## src/design/debounced_power_toggle_with_fault_macros.svh

```systemverilog
// Assertion helpers for the top-level design file.
`ifndef DEBOUNCED_POWER_TOGGLE_WITH_FAULT_MACROS_SVH
`define DEBOUNCED_POWER_TOGGLE_WITH_FAULT_MACROS_SVH

// Same-cycle implication, checked outside reset
`define DPTF_ASSERT_NOW(label, ante, cons) \
    label: assert property (@(posedge i_clk) disable iff (!i_rst_n) (ante) |-> (cons)) \
        else $error("power controller check failed");

// Next-cycle implication, checked outside reset
`define DPTF_ASSERT_NEXT(label, ante, cons) \
    label: assert property (@(posedge i_clk) disable iff (!i_rst_n) (ante) |=> (cons)) \
        else $error("power controller check failed");

`endif

```

## src/design/dptf_pkg.sv

```systemverilog
package dptf_pkg;

    // Power modes
    localparam logic [1:0] MODE_OFF   = 2'd0;
    localparam logic [1:0] MODE_ON    = 2'd1;
    localparam logic [1:0] MODE_ERROR = 2'd2;
    localparam logic [1:0] MODE_RSVD  = 2'd3;

    // Item kinds
    localparam logic ACT_TICK = 1'b0;
    localparam logic ACT_ADC  = 1'b1;

    // Configuration register indexes
    localparam logic [1:0] CFG_DEBOUNCE_TICKS = 2'd0;
    localparam logic [1:0] CFG_VDD_THRESHOLD  = 2'd1;
    localparam logic [1:0] CFG_SETTLE_SAMPLES = 2'd2;

    // Configuration reset values
    localparam logic [3:0]  RST_DEBOUNCE_TICKS = 4'd5;
    localparam logic [11:0] RST_VDD_THRESHOLD  = 12'd200;
    localparam logic [3:0]  RST_SETTLE_SAMPLES = 4'd5;

    typedef struct packed {
        logic [3:0]  debounce_ticks;
        logic [11:0] vdd_threshold;
        logic [3:0]  settle_samples;
    } t_cfg;

    typedef struct packed {
        logic        action;
        logic        button_pressed;
        logic [11:0] vdd_sample;
    } t_item;

    // Packed so that power_state sits in the lowest bits
    typedef struct packed {
        logic       start_conversion;
        logic       status_led;
        logic       discharge_active;
        logic       power_enable;
        logic [1:0] power_state;
    } t_result;

endpackage

```

## src/design/dptf_cfg_regs.sv

```systemverilog
module dptf_cfg_regs (
    input  logic              i_clk,
    input  logic              i_rst_n,
    input  logic              i_cfg_we,
    input  logic [1:0]        i_cfg_addr,
    input  logic [11:0]       i_cfg_data,
    output dptf_pkg::t_cfg    o_cfg
);
    import dptf_pkg::*;

    t_cfg r_cfg;

    // Write the addressed register; indexes past the list are dropped
    always_ff @(posedge i_clk) begin
        if (!i_rst_n) begin
            r_cfg.debounce_ticks <= RST_DEBOUNCE_TICKS;
            r_cfg.vdd_threshold  <= RST_VDD_THRESHOLD;
            r_cfg.settle_samples <= RST_SETTLE_SAMPLES;
        end else if (i_cfg_we) begin
            case (i_cfg_addr)
                CFG_DEBOUNCE_TICKS: r_cfg.debounce_ticks <= i_cfg_data[3:0];
                CFG_VDD_THRESHOLD:  r_cfg.vdd_threshold  <= i_cfg_data;
                CFG_SETTLE_SAMPLES: r_cfg.settle_samples <= i_cfg_data[3:0];
                default: ;
            endcase
        end
    end

    assign o_cfg = r_cfg;

endmodule

```

## src/design/dptf_core.sv

```systemverilog
module dptf_core (
    input  logic              i_clk,
    input  logic              i_rst_n,
    input  logic              i_fire,
    input  dptf_pkg::t_item   i_item,
    input  dptf_pkg::t_cfg    i_cfg,
    output dptf_pkg::t_result o_result
);
    import dptf_pkg::*;

    logic [1:0] r_mode,          n_mode;
    logic       r_last_button,   n_last_button;
    logic [4:0] r_stable_count,  n_stable_count;
    logic [3:0] r_settle_count,  n_settle_count;
    logic       r_enable,        n_enable;
    logic       r_discharge,     n_discharge;
    logic       r_led,           n_led;

    logic [4:0] w_limit;
    logic       w_present;

    assign w_limit   = {1'b0, i_cfg.debounce_ticks};
    assign w_present = i_item.vdd_sample > i_cfg.vdd_threshold;

    // Next state for one transaction
    always_comb begin
        n_mode         = r_mode;
        n_last_button  = r_last_button;
        n_stable_count = r_stable_count;
        n_settle_count = r_settle_count;
        n_enable       = r_enable;
        n_discharge    = r_discharge;
        n_led          = r_led;
        if (i_item.action == ACT_ADC) begin
            // Fault check once settling is over
            if (r_mode == MODE_ON && r_settle_count == 4'd0 && !w_present) begin
                n_mode   = MODE_ERROR;
                n_enable = 1'b0;
            end
            n_led = w_present;
            if (r_settle_count != 4'd0) begin
                n_settle_count = r_settle_count - 4'd1;
            end
        end else if (i_item.button_pressed != r_last_button) begin
            // Level change restarts the debounce
            n_stable_count = 5'd0;
            n_last_button  = i_item.button_pressed;
        end else begin
            if (r_stable_count < w_limit + 5'd1) begin
                n_stable_count = r_stable_count + 5'd1;
            end
            // Toggle on a stable press
            if (n_stable_count == w_limit && i_item.button_pressed) begin
                n_settle_count = i_cfg.settle_samples;
                if (r_mode == MODE_ON) begin
                    n_mode      = MODE_OFF;
                    n_enable    = 1'b0;
                    n_discharge = 1'b1;
                end else begin
                    n_mode      = MODE_ON;
                    n_enable    = 1'b1;
                    n_discharge = 1'b0;
                end
            end
        end
    end

    // Advance state on each transaction
    always_ff @(posedge i_clk) begin
        if (!i_rst_n) begin
            r_mode         <= MODE_OFF;
            r_last_button  <= 1'b0;
            r_stable_count <= 5'd0;
            r_settle_count <= 4'd0;
            r_enable       <= 1'b0;
            r_discharge    <= 1'b0;
            r_led          <= 1'b0;
        end else if (i_fire) begin
            r_mode         <= n_mode;
            r_last_button  <= n_last_button;
            r_stable_count <= n_stable_count;
            r_settle_count <= n_settle_count;
            r_enable       <= n_enable;
            r_discharge    <= n_discharge;
            r_led          <= n_led;
        end
    end

    // Result shows the state after the item
    always_comb begin
        o_result.power_state      = n_mode;
        o_result.power_enable     = n_enable;
        o_result.discharge_active = n_discharge;
        o_result.status_led       = n_led;
        o_result.start_conversion = (i_item.action == ACT_TICK);
    end

endmodule

```

## src/design/debounced_power_toggle_with_fault.sv

```systemverilog
// Path: an accepted input transaction is held in the input register, then its result in
// the result register, which it leaves when m_axis_tready is high.
// Throughput: one item per cycle while m_axis_tready is high; the power state update
// is one pass of logic between the input register and the result register.
// Reset (i_rst_n low, synchronous): power off, counters and LED cleared,
// configuration back to debounce 5, threshold 200, settle 5; both channels empty.
module debounced_power_toggle_with_fault (
    input  logic        i_clk,
    input  logic        i_rst_n,
    input  logic        s_axis_tvalid,
    output logic        s_axis_tready,
    input  logic [15:0] s_axis_tdata,  // button_pressed[0], vdd_sample[12:1], zero fill
    input  logic        s_axis_tuser,  // action[0]
    output logic        m_axis_tvalid,
    input  logic        m_axis_tready,
    output logic [7:0]  m_axis_tdata,  // power_state[1:0], power_enable[2],
                                       // discharge_active[3], status_led[4],
                                       // start_conversion[5], zero fill
    input  logic        i_cfg_we,
    input  logic [1:0]  i_cfg_addr,
    input  logic [11:0] i_cfg_data
);
    import dptf_pkg::*;
    `include "debounced_power_toggle_with_fault_macros.svh"

    t_cfg    w_cfg;
    t_item   r_in_item;
    logic    r_in_valid;
    t_result w_result;
    t_result r_out_result;
    logic    r_out_valid;
    logic    w_out_ready;
    logic    w_fire;

    dptf_cfg_regs u_cfg_regs (
        .i_clk      (i_clk),
        .i_rst_n    (i_rst_n),
        .i_cfg_we   (i_cfg_we),
        .i_cfg_addr (i_cfg_addr),
        .i_cfg_data (i_cfg_data),
        .o_cfg      (w_cfg)
    );

    // Handshake: the result register frees up as its transaction leaves
    assign w_out_ready   = !r_out_valid || m_axis_tready;
    assign w_fire        = r_in_valid && w_out_ready;
    assign s_axis_tready = !r_in_valid || w_out_ready;

    // Input register
    always_ff @(posedge i_clk) begin
        if (!i_rst_n) begin
            r_in_valid <= 1'b0;
        end else if (s_axis_tready) begin
            r_in_valid <= s_axis_tvalid;
        end
    end

    always_ff @(posedge i_clk) begin
        if (s_axis_tready && s_axis_tvalid) begin
            r_in_item.action         <= s_axis_tuser;
            r_in_item.button_pressed <= s_axis_tdata[0];
            r_in_item.vdd_sample     <= s_axis_tdata[12:1];
        end
    end

    dptf_core u_core (
        .i_clk    (i_clk),
        .i_rst_n  (i_rst_n),
        .i_fire   (w_fire),
        .i_item   (r_in_item),
        .i_cfg    (w_cfg),
        .o_result (w_result)
    );

    // Result register
    always_ff @(posedge i_clk) begin
        if (!i_rst_n) begin
            r_out_valid <= 1'b0;
        end else if (w_out_ready) begin
            r_out_valid <= r_in_valid;
        end
    end

    always_ff @(posedge i_clk) begin
        if (w_fire) begin
            r_out_result <= w_result;
        end
    end

    assign m_axis_tvalid = r_out_valid;
    assign m_axis_tdata  = {2'b00, r_out_result};

    // Checks
    `DPTF_ASSERT_NOW(a_no_rsvd_mode, m_axis_tvalid, m_axis_tdata[1:0] != MODE_RSVD)
    `DPTF_ASSERT_NOW(a_enable_only_on, m_axis_tvalid && m_axis_tdata[2], m_axis_tdata[1:0] == MODE_ON)
    `DPTF_ASSERT_NEXT(a_fire_gives_result, w_fire, m_axis_tvalid)

endmodule

```

## config.mk

```make
export PLATFORM = sky130hd
export DESIGN_NAME = debounced_power_toggle_with_fault
export DESIGN_NICKNAME = d
export VERILOG_FILES = /design/src/design/dptf_pkg.sv /design/src/design/dptf_cfg_regs.sv /design/src/design/dptf_core.sv /design/src/design/debounced_power_toggle_with_fault.sv
export VERILOG_INCLUDE_DIRS = /design/src /design/src/design
export SDC_FILE = /design/constraint.sdc
export NUM_CORES = 1
export LEC_CHECK = 0
export BUFFER_PORTS_ARGS = -buffer_cell sky130_fd_sc_hd__buf_2
export CORE_MARGIN = 8
export CORE_UTILIZATION = 50
export DETAILED_ROUTE_END_ITERATION = 8
export PLACE_DENSITY = 0.69
export SLEW_MARGIN = 5
export SYNTH_ARGS = -nofsm -noshare
export SYNTH_HDL_FRONTEND = slang
export SYNTH_HIERARCHICAL = 1
export SYNTH_SLANG_ARGS = --single-unit
```

## constraint.sdc

```tcl
create_clock -name i_clk -period 6.5 [get_ports i_clk]
set_input_delay 0.65 -clock i_clk [delete_from_list [all_inputs] [get_ports i_clk]]
set_output_delay 0.65 -clock i_clk [all_outputs]
set_load 0.05 [all_outputs]
```

=== Word-level counts from Yosys, hierarchy flattened ===
Cells that the tools add are included.

* Add/sub/neg operators: 3
* Muxes and demuxes: 23
* $lt $le $gt $ge: 2
* Eq/ne operators: 7
* Bitwise operators: 1
* Reductions and logical operators: 20

{| class="wikitable"
|+ Operator list
! operator !! count
|-
| $mux W5 || 4
|-
| $mux W4 || 4
|-
| $gt A12 B12 Y1 || 1
|-
| $mux W1 || 11
|-
| $mux W2 || 4
|-
| $reduce_and A2 Y1 || 4
|-
| $add A4 B1 Y5 const B || 1
|-
| $add A5 B1 Y5 const B || 1
|-
| $eq A5 B4 Y1 || 1
|-
| $logic_and A1 B1 Y1 || 5
|-
| $lt A5 B5 Y1 || 1
|-
| $eq A2 B1 Y1 const B || 2
|-
| $logic_not A4 Y1 || 1
|-
| $reduce_and A4 Y1 || 1
|-
| $reduce_bool A4 Y1 || 1
|-
| $sub A4 B1 Y4 const B || 1
|-
| $logic_not A1 Y1 || 3
|-
| $reduce_and A3 Y1 || 1
|-
| $eq A2 B2 Y1 const B || 1
|-
| $logic_not A2 Y1 || 1
|-
| $logic_or A1 B1 Y1 || 2
|-
| $ne A2 B1 Y1 const B || 1
|-
| $ne A2 B2 Y1 const B || 1
|-
| $reduce_bool A2 Y1 || 1
|-
| 2 further kinds || 2
|}

* Output and inout port bits: 10
* Logic and storage cells: 76
* Bits of input ports: 36
* Flip-flop bits (word level): 57

=== Logic depth before layout (Yosys ltp) ===
Gate-level depths: netlist (run 1).

* Depth after elaboration: 10
* Depth in mapped cells: 13
* Mapped depth without buffers: 10

=== Hierarchy ===
Netlist (run 1), hierarchy kept.

{| class="wikitable"
|+ Modules (own cells, without submodules)
! module !! area each (um^2) !! cells an instance !! sequential area each (um^2) !! times used
|-
| dptf_core || 1,461.4 || 182 || 300.3 || 1
|-
| dptf_cfg_regs || 829.5 || 85 || 400.4 || 1
|-
| debounced_power_toggle_with_fault || 723.2 || 32 || 640.6 || 1
|}

=== Least setup slack after synthesis (run 1) ===
No wires, ideal clock.

* Path type: register -> register
* Start point: register u_cfg_regs.r_cfg, in the netlist u_cfg_regs/o_cfg[16]
* End point: register u_core.r_mode[0]
* Period minus slack after synthesis: 2,738 ps
* Required time: 6,378 ps
* Cell stages (with the launch flop): 11
* Arrival time: 2,616 ps
* Path buffers: 0
* Setup slack: 3,762 ps
* Setup time: 122 ps
* Cell sequence: dfxtp_1 > ha_1 > xnor2_1 > ha_1 > nand4_1 > nand4_1 > or3_1 > a221oi_2 > nand4_2 > and4b_2 > a311o_1

* Cells in the longest elaborated chain, start to end: 10

{| class="wikitable"
|+ Ends and longest elaborated chain
! what !! line !! source
|-
| start, declared || dptf_cfg_regs.sv:11 || <nowiki>t_cfg r_cfg;</nowiki>
|-
| $add A4 B1 Y5 || dptf_core.sv:49 || <nowiki>if (r_stable_count < w_limit + 5'd1) begin</nowiki>
|-
| $lt A5 B5 Y1 || dptf_core.sv:49 ||
|-
| $mux W5 || dptf_core.sv:49 ||
|-
| $mux W5 || dptf_core.sv:44 || <nowiki>end else if (i_item.button_pressed != r_last_button) begin</nowiki>
|-
| $mux W5 || dptf_core.sv:34 || <nowiki>if (i_item.action == ACT_ADC) begin</nowiki>
|-
| $eq A5 B4 Y1 * || dptf_core.sv:53 || <nowiki>if (n_stable_count == w_limit && i_item.button_pressed) begin</nowiki>
|-
| $logic_and A1 B1 Y1 * || dptf_core.sv:53 ||
|-
| $mux W2 * || dptf_core.sv:53 ||
|-
| $mux W2 * || dptf_core.sv:44 ||
|-
| $mux W2 * || dptf_core.sv:34 ||
|-
| end signal, assigned || dptf_core.sv:79 || <nowiki>r_mode <= n_mode;</nowiki>
|-
| end, declared || dptf_core.sv:11 || <nowiki>logic [1:0] r_mode, n_mode;</nowiki>
|}

Every way passes the cells marked *; elsewhere a longest branch is shown, timed or not. The select of a mux whose other input is x is not followed.
A chain may end at the register's enable or synchronous reset.

=== Worst setup path in the final report (run 1) ===
Ends and elaborated chain as after synthesis.

==> impl_metrics.toml, run 1 <==
[die]
die_x_um = 93.6
die_y_um = 93.6
start_util_pct = 51.2
die_area_um2 = 8770
row_count = 28
core_area_um2 = 5890
pin_count = 46

[clocking]
clkSinkCount = 57
clock-root-buffer = "clkbuf_8"
clk_pin_slew_ns = 0.06
hold_buffers = 0
clock_latency_ns = 0.33
post-cts-setup-buffers = 0
cts-buffers-inserted = 9
cts_max_level = 3
cts_resized = 0
clockBufferDepth = 2
cts_tree = "yes"

[drt]
num_vias = 2222
drt-pass1-iter-count = 4
ant_nets = 0
drt_iter0_markers = 59
vias_per_cell = 5.33
wl_per_cell_um = 13.8
drt-total-wl_um = 5770
drc = 0

[synth]
netlist_instances = 299
ys_warn_count = 6
synth_area_leaders = "dfxtp_1 (25%), edfxtp_1 (20%), ha_1 (8.3%), mux2i_1 (7.0%), nand2_1 (4.6%)"
synth_enable_flop_cells = 20
synth_area_per_cell_um2 = 10.1
ys_seq_area_share_pct = 44.5
async_reset_ff_share_pct = 0
synth_area_um2 = 3010
yosys.cell_types.count = 53
yosys.area.top_type = "dfxtp_1"
synth_top_area_share_pct = 24.6
ys.flop_type = "dfxtp_1"
synth_seq_cells = 57

[finish]
finish.utilization_pct = 57.2
fin_nets = 393
regArea_um2 = 1340
syn2layout_area_growth_pct = 11.7
antennaDiodeCount = 0
multi_input_area_um2 = 1480
num-fill-cells = 526
layout-drive-gt1-share_pct = 19.9

[worst_setup_path]
slowest_stage = "dfxtp_1"
crit_type = "reg2reg"
cp_cell_sequence = "ha_1 -> nand3_1 -> ha_1 -> a21oi_2 -> o21ai_1 -> or3_1 -> a221oi_2 -> nand4_2 -> and4b_2 -> a311o_1"
crit_top_cell = "ha_1"
cp-end-kind = "flop"
arrival_ns = 3.38
critPathLaunchType = "flop"
slowest_delay_ns = 0.42
critical_path_required_ns = 6.72
crit_fanout = 12

[global_route]
grt_pass1_vias = 2199
grt_pass1_wl_um = 9710
grt-ovfl-total = 0
grt_util_met3_pct = 2.88
grt_use_total_pct = 14.1
grt_max_degree = 46
antenna_found_initial = 0
use_met2_pct = 22.0
busiest_layer = "met2"
grt_use_met1_pct = 17.3

[power_and_ir_drop]
p_per_area_nw_per_um2 = 219
p_int_mw = 0.549
p_sw_share_pct = 25.5
p_leak_nw = 1.45
ir_worst_vdd_v = 0.000132
pwr-share-comb_pct = 10.8
sequentialPowerShare_pct = 52.9
pwr-share-clk_pct = 36.3
switching_power_mw = 0.188

[timing]
worst_clock_skew_ns = 0.00584
drv_slew = 0
fin_crit_sh_pct = 48.6
finalHoldViolCount = 0
tightest_slew_ns = 0.951
fmax_ghz = 0.317
timing.slew.headroom_pct = 36.4
tns_ns = 0
rsz0062_at_grt = "no"
setup_violations = 0
fin_crit_ns = 3.16

[placement]
dp_hpwl_um = 4240
gp_congestion = 0.846
port_buffers = 40

[flow_run]
cap_violations = 0

[hold_path]
hold_path_class = "reg2reg"

[outcome]
outcome = "completed"
kinds of logic after synthesis:
group / after synthesis / share of synthesized area, %
other: 1 / 0.124
AO/OA/AOI/OAI: 55 / 12.8
adder cells (fa/ha/maj): 20 / 8.30
buffers and inverters: 38 / 6.39
AND/OR/NAND/NOR: 99 / 18.5
XOR/XNOR: 7 / 2.03
flip-flops: 57 / 44.5
multiplexers: 22 / 7.35
placed cells by master, fill, tap and decap left out, types with 4 or more instances in the layout:
cell type / instances
a21o_1: 4
dfxtp_1: 37
o21ai_0: 9
nand4_1: 8
nor2_1: 14
buf_2: 40
clkbuf_8: 9
nand2_1: 37
xor2_1: 4
mux2i_1: 21
ha_1: 20
o211ai_1: 6
inv_1: 22
nand3_1: 5
edfxtp_1: 20
nor2b_1: 10
a21oi_1: 14
cell type report:
cell class / count / share of cell area, %
multi-input combinational: 205 / 44.1
tap: 75 / 2.79
sequential: 57 / 39.8
clock inverter: 4 / 0.594
clock buffer: 12 / 4.01
inverter: 23 / 2.56
timing repair buffer: 41 / 6.17
final timing paths:
check | from | endpoint | slack (ns) | depth (start not counted)
max reg2reg | u_cfg_regs/o_cfg[16] | u_core/r_mode[0] | 3.34 | 10
min | u_cfg_regs/o_cfg[13] | u_cfg_regs/o_cfg[13] | 0.46 | 2
max | u_cfg_regs/o_cfg[16] | u_core/r_mode[0] | 3.34 | 10
min reg2reg | u_cfg_regs/o_cfg[13] | u_cfg_regs/o_cfg[13] | 0.46 | 2
critical path, delay by kind of cell (launching register included):
kind	cells	cell delay (ns)
and+or+nand+nor	4	1.13
DFF	1	0.42
adders and majority gates	2	0.54
AOI/OAI and AO/OA	4	0.96
flip-flops by register name (all words and copies together) (netlist names), 2 cells and up:
name / flops
u_cfg_regs/o_cfg: 20
u_core/r_stable_count: 5
r_in_item: 14
m_axis_tdata: 6
u_core/r_settle_count: 4
u_core/r_mode: 2
metrics by stage:
step	hold slack (ns)	cells	total power, mW	worst slack (ns)	area (µm²)
6_report	0.461	417	0.738	3.34	3370
5_1_grt	0.477	417	0.771	3.07	3370
4_1_cts	0.460	417	0.746	3.33	3370
3_5_place_dp	0.451	401	0.478	3.24	3210
3_3_place_gp	0.444	401	0.475	3.27	3210
2_1_floorplan	0.435	300	0.454	3.76	3020
Yosys cell counts, types with 2 or more instances:
cell and n:
dfxtp_1 37, nand2_1 37, inv_1 22, mux2i_1 21
edfxtp_1 20, ha_1 20, a21oi_1 14, nor2_1 14
nor2b_1 10, o21ai_0 9, nand4_1 8, o211ai_1 6
buf_4 5, clkbuf_1 5, nand3_1 5, a21o_1 4
buf_6 4, xor2_1 4, a21o_2 3, nand4b_1 3
o31a_1 3, or3_1 3, xnor2_1 3, a21oi_2 2
a311o_1 2, a311oi_1 2, and3_1 2, and3b_2 2
and4b_2 2, nand3b_1 2, nor3_1 2, nor4_2 2
power groups by stage:
stage | Combinational (mW) | Sequential [mW] | Clock [mW]
3_5_place_dp | 0.0792 | 0.398 | 0
6_report | 0.0796 | 0.390 | 0.268
3_3_place_gp | 0.0771 | 0.398 | 0
5_1_grt | 0.0887 | 0.392 | 0.290
4_1_cts | 0.0798 | 0.391 | 0.276
2_1_floorplan | 0.0512 | 0.403 | 0
per-layer routing:
metal  vias to the layer above  part of all wire (%)
li1                       1144                     -
met3                         9                   4.2
met5                         -                     0
met1                      1031                    49
met2                        38                    45
met4                         0                   2.1
No activity file was read; power rests on OpenSTA's default activity.
==> run 2, diff against run 1 <==
--- a/config.mk
+++ b/config.mk
@@ -6,11 +6,12 @@
 export SDC_FILE = /design/constraint.sdc
 export NUM_CORES = 1
 export LEC_CHECK = 0
+export ABC_AREA = 1
 export BUFFER_PORTS_ARGS = -buffer_cell sky130_fd_sc_hd__buf_2
 export CORE_MARGIN = 8
 export CORE_UTILIZATION = 50
 export DETAILED_ROUTE_END_ITERATION = 8
-export PLACE_DENSITY = 0.69
+export PLACE_DENSITY = 0.68
 export SLEW_MARGIN = 5
 export SYNTH_ARGS = -nofsm -noshare
 export SYNTH_HDL_FRONTEND = slang
==> constraint.sdc (replaced) <==
create_clock -name i_clk -period 3.2 [get_ports i_clk]
set_input_delay 0.32 -clock i_clk [delete_from_list [all_inputs] [get_ports i_clk]]
set_output_delay 0.32 -clock i_clk [all_outputs]
set_load 0.05 [all_outputs]
==> run 2 against run 1 <==
First-iteration DRC count is 78% higher; via count is 17% higher; combinational power grew to 2.6 times the previous value; critical path type unchanged; cell count is 27% higher; register-to-register slack worse by 2.8 ns.
==> impl_metrics.toml, run 2 <==
[outcome]
outcome = "completed"

[finish]
final_common_cell = "nand2_1"
layout-drive-gt1-share_pct = 18.3
final_cell_mix = "nand2_1 (93), inv_1 (61), nor2_1 (45)"
multi_input_area_um2 = 1490
largest_reg_flops = 20
antennaDiodeCount = 0
syn2layout_area_growth_pct = 12.5
fin_nets = 504
regArea_um2 = 1340
num-fill-cells = 589

[timing]
timing.slew.headroom_pct = 61.8
tightest_slew_ns = 0.573
fin_crit_sh_pct = 81.6
setup_violations = 0
fmax_ghz = 0.383
tns_ns = 0
worst_clock_skew_ns = 0.00647
setup_ws_ns = 0.589
rsz0062_at_grt = "no"
finalHoldViolCount = 0
fin_crit_ns = 2.61
drv_slew = 0
timing.hold.ws_ns = 0.162

[clocking]
cts_max_level = 3
clock-root-buffer = "clkbuf_8"
clk_pin_slew_ns = 0.06
clockBufferDepth = 2
hold_buffers = 0
cts_tree = "yes"
post-cts-setup-buffers = 0
clkSinkCount = 57
cts_resized = 0
cts-buffers-inserted = 9
clock_latency_ns = 0.33

[worst_setup_path]
crit_family = "simple AND/OR/NAND/NOR gates"
slowest_delay_ns = 0.42
crit_fanout = 6
crit_type = "reg2reg"
cp_cell_sequence = "ha_1 -> nand3_1 -> ha_1 -> nand2_2 -> inv_2 -> a21oi_4 -> nand3_1 -> nand3_1 -> nand2_1 -> nor2_2 -> nand2_1 -> nor2_2 -> nand3_1 -> nand3_1 -> inv_1"
arrival_ns = 2.70
crit_end = "m_axis_tdata[0]"
cp_num_cells = 15
rrSetupSlack_ns = 0.59
r2r_end = "m_axis_tdata[0]"
cp_num_buf_inv = 2
critPathLaunchType = "flop"
crit_top_cell = "nand3_1"
cp-end-kind = "flop"
reg2reg_from = "u_cfg_regs/o_cfg[17]"
rr_worst_depth = 15
critical_path_required_ns = 3.29
slowest_stage = "dfxtp_1"
critPathLaunch = "u_cfg_regs/o_cfg[17]"

[synth]
ys.flop_type = "dfxtp_1"
async_reset_ff_share_pct = 0
synth_area_leaders = "dfxtp_1 (23%), edfxtp_1 (19%), nand2_1 (11%), ha_1 (7.9%), inv_1 (7.3%)"
yosys-top-cells-count = "nand2_1 (93), inv_1 (61), nor2_1 (45)"
ys_warn_count = 6
yosys.cell_types.count = 34
yosys.area.top_type = "dfxtp_1"
synth_seq_cells = 57
synth_area_um2 = 3160
synth_area_per_cell_um2 = 7.74
ys_seq_area_share_pct = 42.5
synth_enable_flop_cells = 20
synth_most_common_cell = "nand2_1"
synth_top_area_share_pct = 23.5
netlist_instances = 408

[power_and_ir_drop]
sequentialPowerShare_pct = 50.4
p_per_area_nw_per_um2 = 451
p_sw_share_pct = 26.4
pwr-share-clk_pct = 36.6
switching_power_mw = 0.423
ir_worst_vdd_v = 0.000366
pwr-share-comb_pct = 13.0
p_leak_nw = 1.71
p_int_mw = 1.18

[placement]
dp_hpwl_um = 4510
dpl_worst_slack_ns = 0.587
port_buffers = 40
gp_congestion = 0.831

[die]
core_area_um2 = 6240
die_area_um2 = 9120
start_util_pct = 50.6
row_count = 29
die_x_um = 95.5
pin_count = 46
die_y_um = 95.5

[global_route]
grt_max_degree = 28
grt_pass1_vias = 2583
antenna_found_initial = 0
grt_pass1_wl_um = 11000
grt-ovfl-total = 0
grt_use_total_pct = 15.3

[flow_run]
cap_violations = 0

[drt]
drc = 0
wl_per_cell_um = 11.7
num_vias = 2601
drt_iter0_markers = 105
drt-pass1-iter-count = 5
vias_per_cell = 4.91
ant_nets = 0
drt-total-wl_um = 6200

[hold_path]
hold_path_depth = 1
hold_start = "s_axis_tdata[11]"
hold_path_class = "in2reg"
run 2: cell type report:
type,instances,area share (%)
Sequential cell,57,37.7
Clock buffer,13,4.47
Multi-Input combinational cell,274,41.9
Clock inverter,3,0.458
Inverter,65,6.87
Tap cell,77,2.71
Timing Repair Buffer,41,5.85
run 2: how the worst min path moves through the flow:
stage | endpoint | slack, ns
after global placement | u_cfg_regs/o_cfg[7] | 0.46
after floorplan | r_in_item[0] | 0.42
final | r_in_item[10] | 0.16
after detailed placement | u_cfg_regs/o_cfg[7] | 0.46
after CTS | r_in_item[10] | 0.14
after global routing | r_in_item[0] | 0.14
run 2: power groups by stage:
stage | registers (mW) | logic [mW] | clock network (mW)
finish | 0.808 | 0.208 | 0.586
global route | 0.812 | 0.239 | 0.637
CTS | 0.808 | 0.210 | 0.606
detailed placement | 0.823 | 0.208 | 0
global placement | 0.822 | 0.202 | 0
floorplan | 0.835 | 0.143 | 0
run 2: kinds of logic after synthesis:
kind of cell,Yosys count,synth area share (%)
and+or+nand+nor,207,30.5
other,1,0.119
AOI/OAI and AO/OA,40,7.09
buffers and inverters,78,10.5
DFF,57,42.5
adders and majority gates,20,7.92
xor gates and xnor gates,5,1.39
run 2: worst register-to-register path, cell delays in order (launching register included):
cell and delay [ns]:
dfxtp_1 0.42, ha_1 0.22, nand3_1 0.08, ha_1 0.30, nand2_2 0.11, inv_2 0.06, a21oi_4 0.22, nand3_1 0.13
nand3_1 0.10, nand2_1 0.08, nor2_2 0.15, nand2_1 0.09, nor2_2 0.12, nand3_1 0.13, nand3_1 0.13, inv_1 0.04
run 2: metal layers:
layer  up-vias  part of all wire [%]  GRT usage [%]
met5         -                     0              0
li1       1375                     -              -
met4         0                   1.2           6.66
met1      1160                    45           17.0
met3         6                   5.4           4.65
met2        60                    49           26.5
run 2: per-stage QoR:
stage / cell area (µm²) / std cells / power, mW / utilization (%)
after detailed placement: 3380 / 514 / 1.03 / 54.1
after global routing: 3550 / 530 / 1.69 / 56.9
after floorplan: 3160 / 409 / 0.978 / -
after global placement: 3380 / 514 / 1.02 / 54.1
after CTS: 3550 / 530 / 1.62 / 56.9
final: 3550 / 530 / 1.60 / 56.9
